--- src/sv/bev_pkg.sv ---
// Package: shared constants for the button event generator.
`default_nettype none
package bev_pkg;

   localparam int NUM_BUTTONS_DEF = 7;

   localparam int KIND_W   = 2;
   localparam int BTN_W    = 3;
   localparam int TIME_W   = 32;
   localparam int SAMP_W   = 6;
   localparam int EVK_W    = 3;
   localparam int CFG_W    = 16;
   localparam int CSR_A_W  = 2;
   localparam int REQ_D_W  = 80;
   localparam int RSP_D_W  = 72;

   localparam logic [KIND_W-1:0] KIND_EDGE      = 2'd0;
   localparam logic [KIND_W-1:0] KIND_TICK      = 2'd1;
   localparam logic [KIND_W-1:0] KIND_IDLE_QRY  = 2'd2;
   localparam logic [KIND_W-1:0] KIND_IDLE_RST  = 2'd3;

   localparam logic [EVK_W-1:0] EV_PRESS   = 3'd0;
   localparam logic [EVK_W-1:0] EV_RELEASE = 3'd1;
   localparam logic [EVK_W-1:0] EV_REPEAT  = 3'd2;
   localparam logic [EVK_W-1:0] EV_LONG    = 3'd3;
   localparam logic [EVK_W-1:0] EV_IDLE    = 3'd4;

   localparam logic [CSR_A_W-1:0] CSR_REPEAT_START    = 2'd0;
   localparam logic [CSR_A_W-1:0] CSR_REPEAT_INTERVAL = 2'd1;
   localparam logic [CSR_A_W-1:0] CSR_LONG_PRESS      = 2'd2;
   localparam logic [CSR_A_W-1:0] CSR_REPEAT_MASK     = 2'd3;

   localparam logic [CFG_W-1:0]  RST_REPEAT_START    = 16'd400;
   localparam logic [CFG_W-1:0]  RST_REPEAT_INTERVAL = 16'd150;
   localparam logic [CFG_W-1:0]  RST_LONG_PRESS      = 16'd1000;
   localparam logic [SAMP_W-1:0] RST_REPEAT_MASK     = 6'd3;

endpackage
`default_nettype wire

--- src/sv/button_event_generator.sv ---
// Top level: button press, release, auto-repeat, long-press and idle event generator.
// Edge and idle query items pass through the execute and flush states; a tick walks the
// buttons one per cycle through one shared subtract/compare unit, unless an output stall
// holds the walk, then flushes its last result. One transaction at a time, also held by
// output stalls; req_tready is high only while idle.
// Reset: synchronous, active high; clears marks, activity time and results, loads defaults.
`default_nettype none
module button_event_generator import bev_pkg::*; #(
   parameter int NUM_BUTTONS = NUM_BUTTONS_DEF
) (
   input  wire logic                clock,
   input  wire logic                reset,
   input  wire logic                req_tvalid,
   output logic                     req_tready,
   // button[2:0], pressed[3], edge_time_ms[35:4], now_ms[67:36], sampled_mask[73:68]
   input  wire logic [REQ_D_W-1:0]  req_tdata,
   // kind[1:0]
   input  wire logic [KIND_W-1:0]   req_tuser,
   output logic                     rsp_tvalid,
   input  wire logic                rsp_tready,
   // event_button[2:0], event_time_ms[34:3], idle_ms[66:35]
   output logic [RSP_D_W-1:0]       rsp_tdata,
   // event_kind[2:0]
   output logic [EVK_W-1:0]         rsp_tuser,
   output logic                     rsp_tlast,
   input  wire logic                csr_we,
   input  wire logic [CSR_A_W-1:0]  csr_addr,
   input  wire logic [CFG_W-1:0]    csr_wdata
);

   localparam int IDX_W = (NUM_BUTTONS > 1) ? $clog2(NUM_BUTTONS) : 1;
   localparam logic [IDX_W-1:0] POWER_IDX = IDX_W'(NUM_BUTTONS - 1);
   localparam logic [IDX_W-1:0] LAST_STEP = IDX_W'(NUM_BUTTONS - 1);

   localparam logic [1:0] S_IDLE  = 2'd0;
   localparam logic [1:0] S_EXEC  = 2'd1;
   localparam logic [1:0] S_WALK  = 2'd2;
   localparam logic [1:0] S_FLUSH = 2'd3;

   logic [1:0]              state_ff, state_in;
   logic [IDX_W-1:0]        cnt_ff, cnt_in;

   logic [KIND_W-1:0]       kind_ff;
   logic [BTN_W-1:0]        btn_ff;
   logic                    pressed_ff;
   logic [TIME_W-1:0]       edge_ff, now_ff;
   logic [SAMP_W-1:0]       samp_ff;

   logic [CFG_W-1:0]        rep_start_ff, rep_int_ff, long_ff;
   logic [SAMP_W-1:0]       rep_mask_ff;

   logic [NUM_BUTTONS-1:0]  held_ff, held_in;
   logic [NUM_BUTTONS-1:0]  fired_ff, fired_in;
   logic [TIME_W-1:0]       act_ff, act_in;
   logic [TIME_W-1:0]       pst_ff [NUM_BUTTONS];
   logic [TIME_W-1:0]       lrt_ff [NUM_BUTTONS];

   logic                    pend_v_ff, pend_v_in;
   logic [EVK_W-1:0]        pend_k_ff, pend_k_in;
   logic [BTN_W-1:0]        pend_b_ff, pend_b_in;
   logic [TIME_W-1:0]       pend_t_ff, pend_t_in;
   logic [TIME_W-1:0]       pend_i_ff, pend_i_in;

   logic                    out_v_ff, out_v_in;
   logic                    out_l_ff, out_l_in;
   logic [EVK_W-1:0]        out_k_ff, out_k_in;
   logic [BTN_W-1:0]        out_b_ff, out_b_in;
   logic [TIME_W-1:0]       out_t_ff, out_t_in;
   logic [TIME_W-1:0]       out_i_ff, out_i_in;

   logic                    accept, out_free;
   logic [IDX_W-1:0]        cur;
   logic [NUM_BUTTONS-1:0]  samp_vec, rep_vec;
   logic                    cur_rep, cand, fire, stall;
   logic [TIME_W-1:0]       base, diff, thr;
   logic                    btn_ok;
   logic [IDX_W-1:0]        ebtn;
   logic                    pst_we, lrt_we;
   logic [IDX_W-1:0]        wr_idx;
   logic [TIME_W-1:0]       wr_val;

   assign accept   = req_tvalid && req_tready;
   assign out_free = !out_v_ff || rsp_tready;
   assign req_tready = (state_ff == S_IDLE);

   always_comb begin
      for (int i = 0; i < NUM_BUTTONS; i++) begin
         samp_vec[i] = (i < SAMP_W) && (i != NUM_BUTTONS - 1) && samp_ff[i % SAMP_W];
         rep_vec[i]  = (i < SAMP_W) && (i != NUM_BUTTONS - 1) && rep_mask_ff[i % SAMP_W];
      end
   end

   assign cur     = (cnt_ff == '0) ? POWER_IDX : cnt_ff - IDX_W'(1);
   assign cur_rep = (cnt_ff != '0) && rep_vec[cur];
   assign btn_ok  = ({2'b00, btn_ff} < 5'(NUM_BUTTONS));
   assign ebtn    = IDX_W'(btn_ff);

   // shared subtract/compare unit
   always_comb begin
      priority if (state_ff == S_EXEC) begin
         base = act_ff;
      end else if (cur_rep) begin
         base = lrt_ff[cur];
      end else begin
         base = pst_ff[cur];
      end
      if (cur_rep) begin
         thr = (lrt_ff[cur] == pst_ff[cur]) ? TIME_W'(rep_start_ff) : TIME_W'(rep_int_ff);
      end else begin
         thr = TIME_W'(long_ff);
      end
   end
   assign diff = now_ff - base;

   always_comb begin
      if (cnt_ff == '0) begin
         cand = held_ff[cur] && !fired_ff[cur];
      end else if (cur_rep) begin
         cand = held_ff[cur] && samp_vec[cur];
      end else begin
         cand = held_ff[cur] && samp_vec[cur] && !fired_ff[cur];
      end
   end
   assign fire  = (state_ff == S_WALK) && cand && (diff >= thr);
   assign stall = fire && pend_v_ff && !out_free;

   always_comb begin
      state_in  = state_ff;
      cnt_in    = cnt_ff;
      held_in   = held_ff;
      fired_in  = fired_ff;
      act_in    = act_ff;
      pend_v_in = pend_v_ff;
      pend_k_in = pend_k_ff;
      pend_b_in = pend_b_ff;
      pend_t_in = pend_t_ff;
      pend_i_in = pend_i_ff;
      out_v_in  = out_v_ff && !rsp_tready;
      out_l_in  = out_l_ff;
      out_k_in  = out_k_ff;
      out_b_in  = out_b_ff;
      out_t_in  = out_t_ff;
      out_i_in  = out_i_ff;
      pst_we    = 1'b0;
      lrt_we    = 1'b0;
      wr_idx    = cur;
      wr_val    = now_ff;
      unique case (state_ff)
         S_IDLE: begin
            cnt_in = '0;
            if (accept) begin
               state_in = (req_tuser == KIND_TICK) ? S_WALK : S_EXEC;
            end
         end
         S_EXEC: begin
            state_in = S_FLUSH;
            unique case (kind_ff)
               KIND_EDGE: begin
                  if (btn_ok && (pressed_ff != held_ff[ebtn])) begin
                     act_in    = now_ff;
                     held_in[ebtn] = pressed_ff;
                     pend_v_in = 1'b1;
                     pend_b_in = btn_ff;
                     pend_t_in = edge_ff;
                     pend_i_in = '0;
                     if (pressed_ff) begin
                        fired_in[ebtn] = 1'b0;
                        pst_we    = 1'b1;
                        lrt_we    = 1'b1;
                        wr_idx    = ebtn;
                        wr_val    = edge_ff;
                        pend_k_in = EV_PRESS;
                     end else begin
                        pend_k_in = EV_RELEASE;
                     end
                  end
               end
               KIND_IDLE_QRY: begin
                  pend_v_in = 1'b1;
                  pend_k_in = EV_IDLE;
                  pend_b_in = '0;
                  pend_t_in = now_ff;
                  pend_i_in = diff;
               end
               KIND_IDLE_RST: begin
                  act_in = now_ff;
               end
               default: begin
               end
            endcase
         end
         S_WALK: begin
            if (!stall) begin
               if (fire) begin
                  if (pend_v_ff) begin
                     out_v_in = 1'b1;
                     out_l_in = 1'b0;
                     out_k_in = pend_k_ff;
                     out_b_in = pend_b_ff;
                     out_t_in = pend_t_ff;
                     out_i_in = pend_i_ff;
                  end
                  pend_v_in = 1'b1;
                  pend_b_in = BTN_W'(cur);
                  pend_t_in = now_ff;
                  pend_i_in = '0;
                  if (cur_rep) begin
                     lrt_we    = 1'b1;
                     act_in    = now_ff;
                     pend_k_in = EV_REPEAT;
                  end else begin
                     fired_in[cur] = 1'b1;
                     pend_k_in = EV_LONG;
                  end
               end
               if (cnt_ff == LAST_STEP) begin
                  state_in = S_FLUSH;
               end else begin
                  cnt_in = cnt_ff + IDX_W'(1);
               end
            end
         end
         S_FLUSH: begin
            if (!pend_v_ff) begin
               state_in = S_IDLE;
            end else if (out_free) begin
               out_v_in  = 1'b1;
               out_l_in  = 1'b1;
               out_k_in  = pend_k_ff;
               out_b_in  = pend_b_ff;
               out_t_in  = pend_t_ff;
               out_i_in  = pend_i_ff;
               pend_v_in = 1'b0;
               state_in  = S_IDLE;
            end
         end
         default: begin
            state_in = S_IDLE;
         end
      endcase
   end

   always_ff @(posedge clock) begin
      if (reset) begin
         state_ff     <= S_IDLE;
         cnt_ff       <= '0;
         held_ff      <= '0;
         fired_ff     <= '0;
         act_ff       <= '0;
         pend_v_ff    <= 1'b0;
         out_v_ff     <= 1'b0;
         rep_start_ff <= RST_REPEAT_START;
         rep_int_ff   <= RST_REPEAT_INTERVAL;
         long_ff      <= RST_LONG_PRESS;
         rep_mask_ff  <= RST_REPEAT_MASK;
      end else begin
         state_ff  <= state_in;
         cnt_ff    <= cnt_in;
         held_ff   <= held_in;
         fired_ff  <= fired_in;
         act_ff    <= act_in;
         pend_v_ff <= pend_v_in;
         out_v_ff  <= out_v_in;
         if (csr_we) begin
            unique case (csr_addr)
               CSR_REPEAT_START:    rep_start_ff <= csr_wdata;
               CSR_REPEAT_INTERVAL: rep_int_ff   <= csr_wdata;
               CSR_LONG_PRESS:      long_ff      <= csr_wdata;
               CSR_REPEAT_MASK:     rep_mask_ff  <= csr_wdata[SAMP_W-1:0];
               default: begin
               end
            endcase
         end
      end
   end

   always_ff @(posedge clock) begin
      if (accept) begin
         kind_ff    <= req_tuser;
         btn_ff     <= req_tdata[2:0];
         pressed_ff <= req_tdata[3];
         edge_ff    <= req_tdata[35:4];
         now_ff     <= req_tdata[67:36];
         samp_ff    <= req_tdata[73:68];
      end
      if (pst_we) begin
         pst_ff[wr_idx] <= wr_val;
      end
      if (lrt_we) begin
         lrt_ff[wr_idx] <= wr_val;
      end
      pend_k_ff <= pend_k_in;
      pend_b_ff <= pend_b_in;
      pend_t_ff <= pend_t_in;
      pend_i_ff <= pend_i_in;
      out_l_ff  <= out_l_in;
      out_k_ff  <= out_k_in;
      out_b_ff  <= out_b_in;
      out_t_ff  <= out_t_in;
      out_i_ff  <= out_i_in;
   end

   assign rsp_tvalid = out_v_ff;
   assign rsp_tlast  = out_l_ff;
   assign rsp_tuser  = out_k_ff;
   assign rsp_tdata  = {{(RSP_D_W - BTN_W - 2 * TIME_W){1'b0}}, out_i_ff, out_t_ff, out_b_ff};

   a_idle_no_pending: assert property (@(posedge clock) disable iff (reset)
      (state_ff == S_IDLE) |-> !pend_v_ff)
      else $error("pending result left while idle");

   a_walk_ends_in_flush: assert property (@(posedge clock) disable iff (reset)
      (state_ff == S_WALK && cnt_ff == LAST_STEP && !stall) |=> (state_ff == S_FLUSH))
      else $error("button walk did not end in flush");

   a_long_marks_button: assert property (@(posedge clock) disable iff (reset)
      (fire && !stall && !cur_rep) |=> fired_ff[$past(cur)])
      else $error("long press not recorded");

   a_last_only_on_flush: assert property (@(posedge clock) disable iff (reset)
      (out_v_in && !(out_v_ff && !rsp_tready) && out_l_in) |-> (state_ff == S_FLUSH))
      else $error("final result issued outside flush");

endmodule
`default_nettype wire
--- config.mk ---
export PLATFORM = sky130hd
export DESIGN_NAME = button_event_generator
export DESIGN_NICKNAME = d
export VERILOG_FILES = /design/src/sv/bev_pkg.sv /design/src/sv/button_event_generator.sv
export SDC_FILE = /design/constraint.sdc
export NUM_CORES = 1
export LEC_CHECK = 0
export BUFFER_PORTS_ARGS = -buffer_cell sky130_fd_sc_hd__buf_4
export CELL_PAD_IN_SITES_DETAIL_PLACEMENT = 0
export CELL_PAD_IN_SITES_GLOBAL_PLACEMENT = 1
export CORE_ASPECT_RATIO = 1.5
export CORE_MARGIN = 5
export CORE_UTILIZATION = 30
export CTS_CLUSTER_SIZE = 40
export DETAILED_ROUTE_END_ITERATION = 16
export GPL_TIMING_DRIVEN = 0
export PLACE_DENSITY_LB_ADDON = 0.1
export SYNTH_ARGS = -nofsm -noshare
export SYNTH_HDL_FRONTEND = slang
export SYNTH_SLANG_ARGS = --single-unit
--- constraint.sdc ---
create_clock -name clock -period 31.9 [get_ports clock]
set_input_delay 9.57 -clock clock [delete_from_list [all_inputs] [get_ports clock]]
set_output_delay 9.57 -clock clock [all_outputs]
set_load 0.05 [all_outputs]
Yosys cells after proc, flatten, opt, wreduce, memory -nomap -nowiden
Memory sizes are Yosys's and may differ from the RTL's.
Cells that the tools add are included.

cells by class
  add/subtract/negate cells = 3
  divide/modulo/power cells = 0
  equal/unequal tests = 29
  order comparisons = 6
  muxes and demuxes = 130
  reductions and logical operators = 39
  multipliers = 0
  bitwise gates (word level) = 3
  shifts and indexed selects = 0

operator list
  operator                                                number
  2-to-1 mux 32 bit                                       27
  case mux 32 bit (2 select lines)                        8
  2-to-1 mux 3 bit                                        23
  2-to-1 mux 7 bit                                        6
  case mux 3 bit (2 select lines)                         7
  2-to-1 mux 1 bit                                        37
  == test 32 bit                                          1
  >= comparator 32 bit                                    1
  subtractor 32 bit                                       1
  inequality test 2 bit (second input constant)           9
  2-to-1 mux 16 bit                                       1
  binary-select mux 1 bit (select 3 bit)                  5
  case mux 7 bit (2 select lines)                         1
  logical AND 1 bit                                       13
  == test 2 bit (second input constant)                   6
  2-to-1 mux 2 bit                                        6
  AND reduction 6 bit                                     2
  AND reduction 5 bit                                     2
  < comparator 3 x 4 -> 1 bit (second input constant)     2
  inequality test 2 x 1 -> 1 bit (second input constant)  4
  case mux 1 bit (2 select lines)                         4
  case mux 2 bit (4 select lines)                         1
  AND reduction 2 bit                                     4
  AND 7 bit                                               1
  other kinds (23)                                        38

word-level totals
  memories kept = 2
  bits in writable memories = 448
  output and inout bits = 78
  bits in latches = 0
  flip-flop bits (word level) = 324
  memory bits (read-only) = 0
  word-level logic and storage cells = 238
  input port bits = 105

memories
  name    depth  width  read ports  clocked after memory_dff  write ports  RTL line                      text
  lrt_ff  7      32     1           0                         1            button_event_generator.sv:56  logic [TIME_W-1:0] lrt_ff [NUM_BUTTONS];
  pst_ff  7      32     1           0                         1            button_event_generator.sv:55  logic [TIME_W-1:0] pst_ff [NUM_BUTTONS];

Depth between registers and ports, before layout
Gate-level depths: netlist of the first run.

  depth after elaboration = 16
  mapped depth = 36
  depth with buffers taken out = 29

Worst setup path before layout of the first run
Ideal clock, no wire load.

  path type = input to register
  start = in rsp_tready
  end = reg pend_b_ff[0] (enable)
  setup time = 0.521 ns
  cell stages on the path = 5
  buffers on the path = 1
  slack = 17.959 ns
  arrival time = 13.419 ns
  path through = nor2b_1 > nand2_1 > nand2b_1 > buf_4 > a21oi_1

between the ends
  longest elaborated chain between the ends = 5

ends and longest elaborated chain
  what                                    RTL line                       text
  start: declaration                      button_event_generator.sv:20   input wire logic rsp_tready,
  logical OR 1 bit                        button_event_generator.sv:83   assign out_free = !out_v_ff || rsp_tready;
  logical NOT 1 bit                       button_event_generator.sv:125  assign stall = fire && pend_v_ff && !out_free;
  logical AND 1 bit                       button_event_generator.sv:125
  inequality test 2 bit (no source line)  -
  AND reduction 5 bit (no source line)    -
  end signal: assignment                  button_event_generator.sv:293  pend_b_ff <= pend_b_in;
  end: declaration                        button_event_generator.sv:60   logic [BTN_W-1:0] pend_b_ff, pend_b_in;

No other way between the ends.
A chain may end at the register's enable or synchronous reset.

Worst setup path after layout of the first run
  start = reg cnt_ff[0]
  end = reg pend_t_ff[20] (enable)

between the ends
  longest elaborated chain between the ends = 14

ends and longest elaborated chain
  what                                                                   RTL line                       text
  start: declaration                                                     button_event_generator.sv:41   logic [IDX_W-1:0] cnt_ff, cnt_in;
  start signal: assignment                                               button_event_generator.sv:258  cnt_ff <= cnt_in;
  subtractor 3 x 1 -> 3 bit / logical NOT 3 bit (equally long branches)  button_event_generator.sv:93   assign cur = (cnt_ff == '0) ? POWER_IDX : cnt_ff - IDX_W'(1);
  2-to-1 mux 3 bit                                                       button_event_generator.sv:93
  binary-select mux 1 bit (select 3 bit)                                 button_event_generator.sv:94   assign cur_rep = (cnt_ff != '0) && rep_vec[cur];
  2-to-1 mux 1 bit (implied by the code)                                 button_event_generator.sv:94
  logical AND 1 bit                                                      button_event_generator.sv:94
  2-to-1 mux 32 bit (*)                                                  button_event_generator.sv:102  end else if (cur_rep) begin
  2-to-1 mux 32 bit (*)                                                  button_event_generator.sv:100  priority if (state_ff == S_EXEC) begin
  subtractor 32 bit (*)                                                  button_event_generator.sv:113  assign diff = now_ff - base;
  via diff[10]                                                           button_event_generator.sv:75   logic [TIME_W-1:0] base, diff, thr;
  >= comparator 32 bit (*)                                               button_event_generator.sv:124  assign fire = (state_ff == S_WALK) && cand && (diff >= thr);
  logical AND 1 bit (*)                                                  button_event_generator.sv:124
  logical AND 1 bit (2 in series)                                        button_event_generator.sv:125
  inequality test 2 bit (no source line)                                 -
  AND reduction 5 bit (no source line) (*)                               -
  end signal: assignment                                                 button_event_generator.sv:294  pend_t_ff <= pend_t_in;
  end: declaration                                                       button_event_generator.sv:61   logic [TIME_W-1:0] pend_t_ff, pend_t_in;

Mark *: on every way through the listed nets, which the timed path passes. The rest lies on a longest branch. The select of a mux whose other input is x is not followed.

==> insert_results.sql, run 1 <==
INSERT INTO impl_metrics (metric_group, metric, value, unit) VALUES
('status', 'run_status', 'finished, final reports clean', ''),
('logic_synthesis', 'yosys.area_share.xor_xnor', '1.49', '%'),
('setup_path', 'worstPathRequired', '32300', 'ps'),
('finish', 'layout_cell_share_with_drive_strength_beyond_1', '18.9', '%'),
('timing', 'period_minus_slack', '11680', 'ps'),
('grt', 'grt_usage', '19.6', '%'),
('floorplan', 'design.portCount', '183', ''),
('setup_path', 'reg2reg_from', 'cnt_ff[0]$_SDFFE_PP0P_', ''),
('floorplan', 'floorplan.core_area', '109000', 'um2'),
('clock_network', 'cts-root-buf', 'clkbuf_16', ''),
('logic_synthesis', 'synthDominantAreaCellType', 'edfxtp_1', ''),
('pwr', 'static-leakage-power', '0.0131', 'uW'),
('pwr', 'power.density_cell_area', '83.3', 'nW/um2'),
('grt', 'grt_antenna_before_repair', '0', ''),
('grt', 'wire_length_of_the_first_global_routing_pass', '164000', 'um'),
('timing', 'finClkSkew', '30.8', 'ps'),
('logic_synthesis', 'synth.lib_cells_used.distinct', '78', ''),
('setup_path', 'reg2regPathDepth', '36', ''),
('logic_synthesis', 'netlist_area', '32800', 'um2'),
('pwr', 'power.clock.fraction', '29.0', '%'),
('setup_path', 'worstSetupPathType', 'reg2reg', ''),
('worst_hold_path', 'hp-start', 'pend_i_ff[26]$_SDFFCE_PP0P_', ''),
('drt', 'drtIter0Drc', '1721', ''),
('drt', 'antenna_violating_nets_post_route', '0', ''),
('place', 'place.port_buffers', '170', ''),
('timing', 'fmax', '85.6', 'MHz'),
('clock_network', 'cts.path.max_buffers', '3', ''),
('clock_network', 'tritoncts.num_buffers', '80', ''),
('logic_synthesis', 'synthesized_instance_count', '2398', ''),
('logic_synthesis', 'post_synth_and_or_nand_nor_area_fraction', '8.47', '%'),
('floorplan', 'core.rowCount', '148', ''),
('logic_synthesis', 'synth_adder_area_share', '2.16', '%'),
('timing', 'final-max-slew-violation-count', '0', ''),
('setup_path', 'crit_fanout', '26', ''),
('setup_path', 'slowest_stage', 'clkbuf_1', ''),
('logic_synthesis', 'asyncSetResetFlopFracSynth', '0', '%'),
('pwr', 'p_sw', '1130', 'uW'),
('setup_path', 'timing.reg2reg.setup_slack', '20220', 'ps'),
('setup_path', 'worst_r2r_dst', 'pend_t_ff[20]$_DFFE_PP_', ''),
('setup_path', 'critical_path.endpoint_type', 'flop', ''),
('setup_path', 'cpMostUsedCell', 'a21o_1', ''),
('clock_network', 'path_clk_slew', '60', 'ps'),
('clock_network', 'clkLatencyLatePin', '660', 'ps'),
('logic_synthesis', 'yosysWarnings', '0', ''),
('drt', 'post-route-drc-count', '0', ''),
('floorplan', 'effective_utilization_at_floorplan', '30.2', '%'),
('worst_hold_path', 'min_to', 'out_i_ff[26]$_DFFE_PP_', ''),
('finish', 'area_growth', '19.0', '%'),
('floorplan', 'die_width', '280', 'um'),
('drt', 'firstDrtPassIters', '5', ''),
('logic_synthesis', 'synth-compound-area-share', '9.26', '%'),
('clock_network', 'cts_htree_levels', '3', ''),
('pwr', 'power_frac_comb', '31.2', '%'),
('drt', 'routedWlPerCell', '28.0', 'um'),
('setup_path', 'critPathLaunchType', 'flop', ''),
('place', 'place.detailed.hpwl', '85700', 'um'),
('timing', 'timing.final.hold_violations', '0', ''),
('timing', 'fin_crit_sh', '36.6', '%'),
('worst_hold_path', 'hold_path_depth', '0', ''),
('finish', 'fin_nets', '2846', ''),
('floorplan', 'die-area', '116000', 'um2'),
('clock_network', 'post_cts.resized_instances', '0', ''),
('logic_synthesis', 'synth_ff_type', 'edfxtp_1', ''),
('pwr', 'vdd_ir_drop_max', '0.0000463', 'V'),
('floorplan', 'die_height', '415', 'um'),
('logic_synthesis', 'mux_contribution_to_synthesized_area', '8.99', '%'),
('worst_hold_path', 'min-delay-path-class', 'reg2reg', ''),
('logic_synthesis', 'ys_seq_area_share', '67.4', '%'),
('drt', 'viasPerCell', '5.06', ''),
('logic_synthesis', 'share_of_the_synthesized_area_in_the_top_cell_type', '60.9', '%'),
('finish', 'finalCoreUtilization', '36.0', '%');
worst max path at each step:
stage	slack, ps	cells past startpoint	from	endpoint
floorplan	17960	5	rsp_tready	pend_b_ff[0]$_DFFE_PP_
global route	19700	36	cnt_ff[0]$_SDFFE_PP0P_	pend_t_ff[24]$_DFFE_PP_
detailed placement	19950	8	rsp_tready	pend_t_ff[18]$_DFFE_PP_
CTS	19980	36	cnt_ff[0]$_SDFFE_PP0P_	pend_t_ff[18]$_DFFE_PP_
global placement	15300	6	rsp_tready	pend_t_ff[18]$_DFFE_PP_
finish	20220	36	cnt_ff[0]$_SDFFE_PP0P_	pend_t_ff[20]$_DFFE_PP_
routing by layer:
layer	GRT usage [%]	vias to the layer above	wire length, um
li1	-	9678	-
met1	23.5	10787	46500
met2	36.8	540	62900
met3	2.26	123	4320
met4	5.57	0	3140
met5	0	-	0
through the flow:
stage	total power, uW	worst slack (ps)	std cells	cell area (um2)	hold WS, ps
finish	3250	20220	4176	39000	415
global route	3410	19700	4175	39000	426
global placement	2330	15300	3997	35900	402
detailed placement	2340	19950	4027	36500	405
CTS	3290	19980	4174	39000	419
floorplan	1950	17960	2402	32800	400
power groups by stage:
stage                     clock [uW]  sequential [uW]  combinational (uW)
after floorplan                    0             1300                 647
after detailed placement           0             1320                1020
after CTS                        969             1300                1030
after global routing            1010             1300                1100
final                            942             1300                1010
after global placement             0             1330                1000
cell families (layout without fill, tap and decap cells):
group,Yosys count,count (layout)
xor+xnor,56,56
other cells,1,6
buf+inv,167,515
fa+ha+maj,56,56
mux,274,274
simple gates,613,613
flops,772,772
compound gates,459,459
synth_stat cells, types with 10 or more instances:
cell and n:
edfxtp_1 665, nor2_1 225, nand2_1 180, mux2i_1 154, a21oi_1 147, mux2_2 115, dfxtp_1 107, clkbuf_1 72
o22ai_1 59, ha_1 55, o21ai_0 45, xnor2_1 44, o221ai_1 43, nand3_1 41, nor3_1 41, buf_2 34
inv_1 33, and2_1 26, a22oi_1 23, a22o_1 21, a21o_1 18, nand2b_1 18, buf_4 16, nand4_1 16
o211ai_1 16, o31ai_1 16, nor2b_1 14, o21a_1 12, xor2_1 12, and3_1 10
layout make-up:
class | count | area, um2
Timing Repair Buffer | 201 | 1760
Sequential cell | 772 | 22100
Clock inverter | 50 | 442
Tap cell | 1425 | 1780
Multi-Input combinational cell | 1463 | 10100
Inverter | 36 | 135
Antenna cell | 1 | 2.50
Buffer | 131 | 594
Clock buffer | 97 | 2130
Fill cell | 10606 | 69500
placed cells by master (no fill, tap or decap), types with 10 or more instances in the layout:
cell	count
mux2i_1	154
edfxtp_1	665
clkbuf_1	86
and3_1	10
and2_1	25
buf_2	34
nand2b_1	18
ha_1	55
o22ai_1	59
o21a_1	12
clkbuf_16	83
o211ai_1	16
o21ai_0	45
a22o_1	21
xnor2_1	44
nor3_1	39
inv_1	30
xor2_1	12
nand2_1	180
nor2_1	217
nor2b_1	14
nand3_1	41
buf_12	13
clkinv_2	12
a21o_1	18
o31ai_1	16
nand4_1	16
a22oi_1	23
mux2_2	115
o221ai_1	43
a21oi_1	145
dfxtp_1	107
clkinv_1	21
buf_4	192
sequential cells by signal, summed over array words and instances (netlist names), 32 cells and up:
name,cells
act_ff,32
edge_ff,32
out_i_ff,32
lrt_ff,224
pst_ff,224
now_ff,32
pend_t_ff,32
out_t_ff,32
pend_i_ff,32
Note: power is estimated with default switching activity, not from simulation.
==> inputs of run 2 (changes only) <==
==> constraint.sdc (replaced) <==
create_clock -name clock -period 9.7 [get_ports clock]
set_input_delay 2.91 -clock clock [delete_from_list [all_inputs] [get_ports clock]]
set_output_delay 2.91 -clock clock [all_outputs]
set_load 0.05 [all_outputs]
==> run 2 against run 1 <==
Effect of this change:
- clock power rose to 3.3 times the previous value
- routed wire length down 0.38%
- die area unchanged
- sequential share of layout area down 0.32 points
- combinational power rose to 3.3 times the previous value
- flip-flop and latch count unchanged
- clock-buffer cell count up 4
- register-to-register slack worse by 20000 ps
- via count about the same
- core utilization up 0.20 points
- critical endpoint is now pend_t_ff[19]$_DFFE_PP_
- largest power group unchanged
==> insert_results.sql, run 2 (synthesis results as in run 1) <==
INSERT INTO impl_metrics (metric_group, metric, value, unit) VALUES
('clock_network', 'tritoncts.num_buffers', '80', ''),
('pwr', 'total_power', '10800', 'uW'),
('drt', 'wl', '116000', 'um'),
('drt', 'routedWlPerCell', '27.9', 'um'),
('timing', 'finish_stage_setup_viols', '0', ''),
('finish', 'layout_cell_share_with_drive_strength_beyond_1', '20.2', '%'),
('timing', 'timing.final.hold_violations', '0', ''),
('setup_path', 'worst-endpoint-arrival', '9740', 'ps'),
('place', 'place.detailed.hpwl', '85900', 'um'),
('place', 'place.port_buffers', '170', ''),
('grt', 'pin_count_of_the_biggest_net_entering_global_routing', '57', ''),
('finish', 'fin_nets', '2855', ''),
('floorplan', 'die_height', '415', 'um'),
('timing', 'final.hold.worst_slack', '415', 'ps'),
('setup_path', 'worstSetupPathType', 'reg2reg', ''),
('clock_network', 'cts_num_sinks', '772', ''),
('drt', 'routed-via-count', '21135', ''),
('finish', 'final_common_cell', 'edfxtp_1', ''),
('floorplan', 'effective_utilization_at_floorplan', '30.2', '%'),
('job', 'max_cap_violations', '0', ''),
('timing', 'period_minus_slack', '9330', 'ps'),
('setup_path', 'crit_fanout', '26', ''),
('setup_path', 'cpMostUsedCell', 'a21o_1', ''),
('floorplan', 'floorplan.core_area', '109000', 'um2'),
('clock_network', 'cts_hold_repair.buffers', '0', ''),
('setup_path', 'slowest_stage', 'or4_1', ''),
('finish', 'antenna_fix_cells', '0', ''),
('grt', 'gr-total-overflow', '0', ''),
('place', 'gp_congestion', '0.828', ''),
('worst_hold_path', 'min-delay-path-class', 'reg2reg', ''),
('setup_path', 'critical_path.max_stage_delay', '630', 'ps'),
('clock_network', 'cts-root-buf', 'clkbuf_16', ''),
('clock_network', 'path_clk_slew', '70', 'ps'),
('drt', 'firstDrtPassIters', '7', ''),
('drt', 'viasPerCell', '5.06', ''),
('finish', 'area_growth', '19.7', '%'),
('finish', 'multi_input_comb_area', '10100', 'um2'),
('setup_path', 'worstPathRequired', '10110', 'ps'),
('grt', 'grt_antenna_before_repair', '0', ''),
('status', 'run_status', 'finished, final reports clean', ''),
('floorplan', 'die_width', '280', 'um'),
('clock_network', 'cts.path.max_buffers', '3', ''),
('floorplan', 'design.portCount', '183', ''),
('timing', 'fmax', '107', 'MHz'),
('timing', 'max_slew.worst_pin.slew', '1350', 'ps'),
('timing', 'final-max-slew-violation-count', '0', ''),
('finish', 'sequential_cell_area', '22100', 'um2'),
('pwr', 'static-leakage-power', '0.0133', 'uW'),
('setup_path', 'critical_path.endpoint_type', 'flop', ''),
('timing', 'rsz0062_at_grt', 'false', ''),
('drt', 'antenna_violating_nets_post_route', '0', ''),
('finish', 'nFillCells', '10537', ''),
('drt', 'drtIter0Drc', '1460', ''),
('setup_path', 'critPathLaunchType', 'flop', ''),
('clock_network', 'cts_htree_levels', '3', ''),
('floorplan', 'core.rowCount', '148', ''),
('clock_network', 'clkLatencyLatePin', '680', 'ps'),
('pwr', 'power.density_cell_area', '274', 'nW/um2'),
('clock_network', 'cts_tree', 'built', ''),
('grt', 'wire_length_of_the_first_global_routing_pass', '163000', 'um'),
('drt', 'post-route-drc-count', '0', ''),
('timing', 'finClkSkew', '25.5', 'ps'),
('floorplan', 'die-area', '116000', 'um2'),
('finish', 'commonest_cells_after_routing_fill_and_taps_aside', 'edfxtp_1, nor2_1, buf_4, nand2_1, mux2i_1', ''),
('finish', 'reg.largest.list', 'lrt_ff (224), pst_ff (224)', ''),
('timing', 'slew_headroom', '9.97', '%'),
('timing', 'fin_crit_sh', '96.2', '%'),
('pwr', 'vdd_ir_drop_max', '0.000141', 'V'),
('grt', 'grt_usage', '19.5', '%'),
('grt', 'vias_in_the_first_global_route', '21639', '');
-- run 2: cell count changes in the layout (fill, tap and decap cells not counted), moves of 3 or more --
| cell | delta |
|---|---|
| inv_6 | -4 |
| clkbuf_1 | -12 |
| mux2i_2 | +3 |
| clkbuf_2 | +15 |
| mux2i_1 | -3 |
| buf_4 | +8 |
| buf_1 | -4 |
| clkinvlp_4 | -3 |
| clkbuf_8 | +3 |
| buf_8 | +3 |
| clkinv_1 | -7 |
-- run 2: repair_timing --
| action | in CTS | in global routing |
|---|---|---|
| setup endpoints to repair | 411 | 205 |
| gates cloned | 0 | 1 |
| resized for setup | 35 | 10 |
| buffers inserted | 7 | 0 |
| pin swaps | 3 | 1 |
-- run 2: final timing paths --
check	startpoint	endpoint	slack [ps]	cells past startpoint
max	cnt_ff[0]$_SDFFE_PP0P_	pend_t_ff[19]$_DFFE_PP_	370	37
min	pend_i_ff[16]$_SDFFCE_PP0P_	out_i_ff[16]$_DFFE_PP_	410	0
max reg2reg	cnt_ff[0]$_SDFFE_PP0P_	pend_t_ff[19]$_DFFE_PP_	370	37
min reg2reg	pend_i_ff[16]$_SDFFCE_PP0P_	out_i_ff[16]$_DFFE_PP_	410	0
-- run 2: through the flow --
step | util, % | cells | TNS (ps) | cell area (um2) | worst slack (ps)
2_1_floorplan | - | 2402 | 0 | 32800 | 986
3_3_place_gp | 33.1 | 3997 | -1459110 | 35900 | -3920
3_5_place_dp | 33.6 | 4029 | -774470 | 36500 | -2200
4_1_cts | 36.1 | 4178 | 0 | 39200 | 64.3
5_1_grt | 36.2 | 4180 | 0 | 39300 | 37.2
6_report | 36.2 | 4180 | 0 | 39300 | 372
-- run 2: critical path: cells and delay by family, from the launching register on --
kind	cells	cell delay (ps)
AND/OR/NAND/NOR	8	2000
multiplexers	1	300
XOR/XNOR	1	250
AO/OA/AOI/OAI	11	2210
flip-flops	1	330
buffers and inverters	12	2550
adder cells (fa/ha/maj)	4	1320
-- run 2: layer usage --
| layer | global-route usage, % | vias up | wire length [um] |
|---|---|---|---|
| li1 | - | 9684 | - |
| met1 | 22.8 | 10779 | 45700 |
| met2 | 36.8 | 536 | 62700 |
| met3 | 2.41 | 136 | 4460 |
| met4 | 6.29 | 0 | 3560 |
| met5 | 0 | - | 0 |
-- run 2: cell type report --
class	instances	share of cell area, %
timing repair buffer	210	4.68
sequential	772	56.3
buffer	130	1.64
multi-input combinational	1464	25.8
inverter	36	0.344
tap	1425	4.54
clock inverter	42	1.22
clock buffer	101	5.41
-- run 2: report_power, final --
group	internal, uW	leakage [uW]	total, uW	switching, uW
clock	1800	0.00127	3130	1330
sequential	4100	0.00692	4260	166
combinational	1150	0.00506	3360	2210
total	7040	0.0133	10800	3710
